===== src/hw/rtl/ops_pkg.sv =====
`timescale 1ns / 1ps

package ops_pkg;

	// Fixed field widths
	localparam int unsigned ODD_W  = 17;
	localparam int unsigned QIDX_W = 16;
	localparam int unsigned CNT_W  = 17;

	// Configuration port
	localparam int unsigned ADDR_W = 3;
	localparam int unsigned DATA_W = 32;

	// Register indexes, taken from paddr[2]
	localparam logic REG_ODD_COUNT = 1'b0;

	localparam logic [ODD_W-1:0] ODD_COUNT_RST = ODD_W'(50000);

	// Request codes
	localparam logic REQ_RUN   = 1'b0;
	localparam logic REQ_QUERY = 1'b1;

endpackage


===== src/hw/rtl/ops_cfg.sv =====
`timescale 1ns / 1ps

module ops_cfg (
	input  logic                       clk,
	input  logic                       arst_n,
	input  logic                       psel,
	input  logic                       penable,
	input  logic                       pwrite,
	input  logic [ops_pkg::ADDR_W-1:0] paddr,
	input  logic [ops_pkg::DATA_W-1:0] pwdata,
	output logic [ops_pkg::DATA_W-1:0] prdata,
	output logic                       pready,
	output logic [ops_pkg::ODD_W-1:0]  odd_count
);
	import ops_pkg::*;

	logic [ODD_W-1:0] odd_count_q;
	logic             wr_en;

	assign pready = 1'b1;
	assign wr_en  = psel & penable & pwrite & pready;

	// Hold the range register; writes to other indexes are dropped
	always_ff @(posedge clk or negedge arst_n) begin
		if (!arst_n) begin
			odd_count_q <= ODD_COUNT_RST;
		end else if (wr_en && paddr[2] == REG_ODD_COUNT) begin
			odd_count_q <= pwdata[ODD_W-1:0];
		end
	end

	// Read back
	always_comb begin
		if (paddr[2] == REG_ODD_COUNT) begin
			prdata = DATA_W'(odd_count_q);
		end else begin
			prdata = '0;
		end
	end

	assign odd_count = odd_count_q;

endmodule


===== config.mk =====
export PLATFORM = sky130hd
export DESIGN_NAME = ops_cfg
export DESIGN_NICKNAME = d
export VERILOG_FILES = /design/src/hw/rtl/ops_pkg.sv /design/src/hw/rtl/ops_cfg.sv
export SDC_FILE = /design/constraint.sdc
export NUM_CORES = 1
export LEC_CHECK = 0
export ABC_AREA = 1
export BUFFER_PORTS_ARGS = -buffer_cell sky130_fd_sc_hd__buf_4
export CAP_MARGIN = 10
export CELL_PAD_IN_SITES_DETAIL_PLACEMENT = 1
export CELL_PAD_IN_SITES_GLOBAL_PLACEMENT = 1
export CORE_ASPECT_RATIO = 0.5
export CORE_MARGIN = 2
export CORE_UTILIZATION = 23
export CTS_CLUSTER_SIZE = 16
export DETAILED_ROUTE_END_ITERATION = 8
export PLACE_DENSITY = 0.88
export RECOVER_POWER = 100
export SYNTH_ARGS = -nofsm -noshare
export SYNTH_HDL_FRONTEND = slang
export SYNTH_SLANG_ARGS = --single-unit

===== constraint.sdc =====
create_clock -name clk -period 1 [get_ports clk]
set_clock_uncertainty 0.2 [all_clocks]
set_input_delay 0.05 -clock clk [delete_from_list [all_inputs] [get_ports clk]]
set_output_delay 0.05 -clock clk [all_outputs]
set_load 0.01 [all_outputs]

; ---- Word-level counts from Yosys, hierarchy flattened
; Index checks and enable logic that the tools add are counted.
; Widths: inputs -> output; s select.
[word_totals]
elab_cells = 6
inputBits = 40
out_inout_bits = 50
regBits = 17
[op_classes]
bitwise = 3
mux = 1
reduce_logical = 1
[ops]
columns = operator, count
row1 = $mux 17, 1
row2 = $and 1x1->1, 2
row3 = $logic_and 1x1->1, 1
row4 = $not 1->1, 1

; ---- Longest topological paths before layout
[depth]
word_depth = 3
mapped_depth = 6
mapped_depth_nobuf = 5

; ---- Worst setup path after synthesis
; No wires, ideal clock.
[synth_path]
path_type = reg-to-output
start = register odd_count_q[14], in the netlist odd_count[14]
end = output prdata[14] in the netlist's numbering
stages_incl_launch_ff = 3
arrival_time_ns = 0.743
slack_ns = 0.007
n_path_buf = 0
path_cell_list = dfstp_2 -> inv_1 -> nor2_1
[synth_between]
elab_chain_len = 1
[synth_rtl]
columns = element, line
row1 = start: declaration, ops_cfg.sv:17  ; logic [ODD_W-1:0] odd_count_q;
row2 = start signal: assignment, ops_cfg.sv:28  ; odd_count_q <= pwdata[ODD_W-1:0];
row3 = $mux 17, ops_cfg.sv:34  ; if (paddr[2] == REG_ODD_COUNT) begin
row4 = end: declaration, ops_cfg.sv:11  ; output logic [ops_pkg::DATA_W-1:0] prdata,
; No other way between the ends.

; ---- Final worst setup path
; Ends and elaborated chain as after synthesis.

==> metrics.md <==
| Metric | Value |
|---|---|
| Gpl congestion | `0.735` |
| Clk pwr share | `0.188` |
| Die X | `a little under 100 um` |
| Fmax | `about 760 MHz` |
| Site Rows | `16` |
| Area after DPL | `1440 um^2` |
| Max cap viols | `0` |
| Synth Area per Inst | `~7.6 um^2` |
| Switching share of power | `0.346` |
| Failing checks | `negative hold slack, negative setup slack` |
| Clock latency on the worst-skew pair | `around 270 ps` |
| Die footprint | `just under 5000 um^2` |
| Post-DP HPWL | `2370 um` |
| Worst slack at placement | `-41.5 ps` |
| Sequential share of power | `0.338` |
| #FFs+latches synth | `17` |
| VDD IR-drop max | `~0.53 mV` |
| Synth top area cells | `dfrtp_1 28%, dfstp_2 16%, nand2_1 13%` |
| CP Capture Type | `output pin` |
| Switch Pwr | `0.992 mW` |
| Routed wire per std cell | `16.0 um` |
| Cells after synthesis | `130` |
| Hold Vio Cnt, Final | `2` |
| Antenna violations before repair | `0` |
| Core Footprint | `4000 um^2` |
| Initial DRC count | `40` |
| Netlist area before placement | `983 um^2` |
| CTS tree | `done` |
| All-Layer GR Usage | `0.179` |
| Critical path's slowest cell | `dfstp_2` |
| Required time of the critical path | `750 ps` |
| First-pass iteration count of the detailed router | `4` |
| Clk buf depth | `2` |
| Final setup violation count | `40` |
| Post-synth top area share | `0.280` |
| Synth cell types | `13` |
| Layout cell share with drive strength beyond 1 | `0.489` |
| GRT overflow | `0` |
| Crit path DAT | `1070 ps` |
| Final Critical Period | `1320 ps` |
| Reg-to-reg slack, setup | `-140 ps` |
| CTS Buf Count | `3` |
| RSZ-0062 raised after global routing | `yes` |
| YS warnings | `0` |
| Initial Util | `0.246` |
| # port buffers | `56` |
| Vias in the first global route | `1,240` |
| Final Max Slew Viols | `0` |
| Final instance area | `1920 um^2` |
| Ant diodes | `0` |
| Routed vias/inst | `4.16` |
| Most common cell after layout, fill and taps aside | `buf_4` |
| Most frequent cells in the layout | `42 x buf_4, 28 x nand2_1, 27 x buf_6, 18 x dlygate4sd3_1` |
| CP max FO | `2` |
| I/O pins | `90` |
| Combinational group share of total power | `0.474` |
| Hold WC Path Type | `input pin to flip-flop` |
| Status | `complete, but fails checks` |
| Final worst path period share | `1.32` |
| Cts hold-fix bufs | `18` |
| DRC viols | `0` |
| Reg2reg path depth | `4` |
| Max reg flops | `17` |
| Static Leak | `1.05 nW` |
| Seq/Total Area, Yosys | `0.440` |
| Power per cell area | `1490 nW/um^2` |
| Post-route ant nets | `0` |
| Worst stage delay on the critical path | `550 ps` |
| H-tree levels | `1` |
| Clock-pin slew on the worst setup and hold paths | `60 ps` |
| Vias | `1,161` |
| CP Cell Sequence | `inv_2 > nor2_2 > buf_4` |
| Largest net degree at the start of global routing | `18` |
| Global-route wire length before repair | `6500 um` |
| Fin worst setup slack | `-318 ps` |
| Area leader, netlist | `dfrtp_1` |
| CP Class | `flip-flop to output pin` |
| Final wirelength | `4450 um` |
| Clock sinks | `17` |
| Nets | `266` |
| P_int | `between 1.5 and 2 mW` |
| Root Buffer | `clkbuf_8` |
| Min Hold Slack | `-42.4 ps` |
| Worst Hold Depth | `4` |
| Die Y-Extent | `50.2 um` |
| Startpoint Class | `flip-flop` |
| Syn-to-layout area delta | `95.7%` |
[Yosys cell counts]
library cell	instances
buf_2	2
nor2_8	1
conb_1	2
inv_2	1
nand3_1	17
nand2_1	35
inv_1	18
buf_4	17
nor2_1	17
buf_6	2
nand2_4	1
dfstp_2	6
dfrtp_1	11
[metal layers]
metal  global-route usage  wire length [um]  vias to the layer above
li1                     -                 -                      540
met1                0.218              1910                      568
met2                0.311              2180                       37
met3               0.0435               191                       16
met4               0.0563               172                        0
met5                    0                 0                        -
[cell families after synthesis]
family / count (synthesis) / share of synthesized area
and+or+nand+nor: 71 / 0.317
buffers and inverters: 40 / 0.235
DFF: 17 / 0.440
other: 2 / 0.00764
[power groups by stage]
stage / sequential [mW] / clock [mW] / combinational, mW
6_report: 0.972 / 0.538 / 1.36
3_3_place_gp: 0.965 / 0 / 0.813
3_5_place_dp: 0.968 / 0 / 0.855
5_1_grt: 0.988 / 0.574 / 1.45
4_1_cts: 0.964 / 0.535 / 1.09
2_1_floorplan: 1.02 / 0 / 0.339
[what timing repair did]
item / in CTS / in global routing
hold endpoints to repair: 34 / 2
endpoints found under the setup margin: 34 / 43
gates resized for setup: 19 / 29
buffers inserted: 7 / 10
pin swaps: 10 / 7
[per-stage QoR]
| step | utilization | cells | hold slack, ps | setup TNS, ps | power [mW] |
|---|---|---|---|---|---|
| global placement | 0.360 | 240 | -278 | -62.2 | 1.78 |
| global route | 0.481 | 279 | -21.3 | -9140 | 3.01 |
| floorplan | - | 144 | -446 | 0 | 1.35 |
| CTS | 0.444 | 269 | -81.1 | -6330 | 2.59 |
| finish | 0.481 | 279 | -42.4 | -7720 | 2.87 |
| detailed placement | 0.360 | 240 | -274 | -193 | 1.82 |
[critical path: cells and delay by family, from the launching register on]
family                 cells  cell delay, ps
and+or+nand+nor            1              90
buffers and inverters      2             170
DFF                        1             550
[cell type report]
type                    count  area (um^2)
well taps                  54         67.6
inverters                  19         71.3
multi-input cells          87          409
repair buffers             98          897
fillers                   496         2080
clock inverters             1         5.00
clock buffers               3         41.3
flip-flops and latches     17          433
[path summary, 6_finish.rpt]
kind                                      startpoint                   endpoint
min                                         paddr[2]  odd_count[11]$_DFFE_PN0P_
max                        odd_count[14]$_DFFE_PN1P_                 prdata[14]
max reg2reg                 odd_count[9]$_DFFE_PN1P_   odd_count[9]$_DFFE_PN1P_
min in group asynchronous                     arst_n   odd_count[1]$_DFFE_PN0P_
min reg2reg                odd_count[10]$_DFFE_PN0P_  odd_count[10]$_DFFE_PN0P_
max in group asynchronous                     arst_n   odd_count[6]$_DFFE_PN1P_
Power figures use the tool's default switching activity.
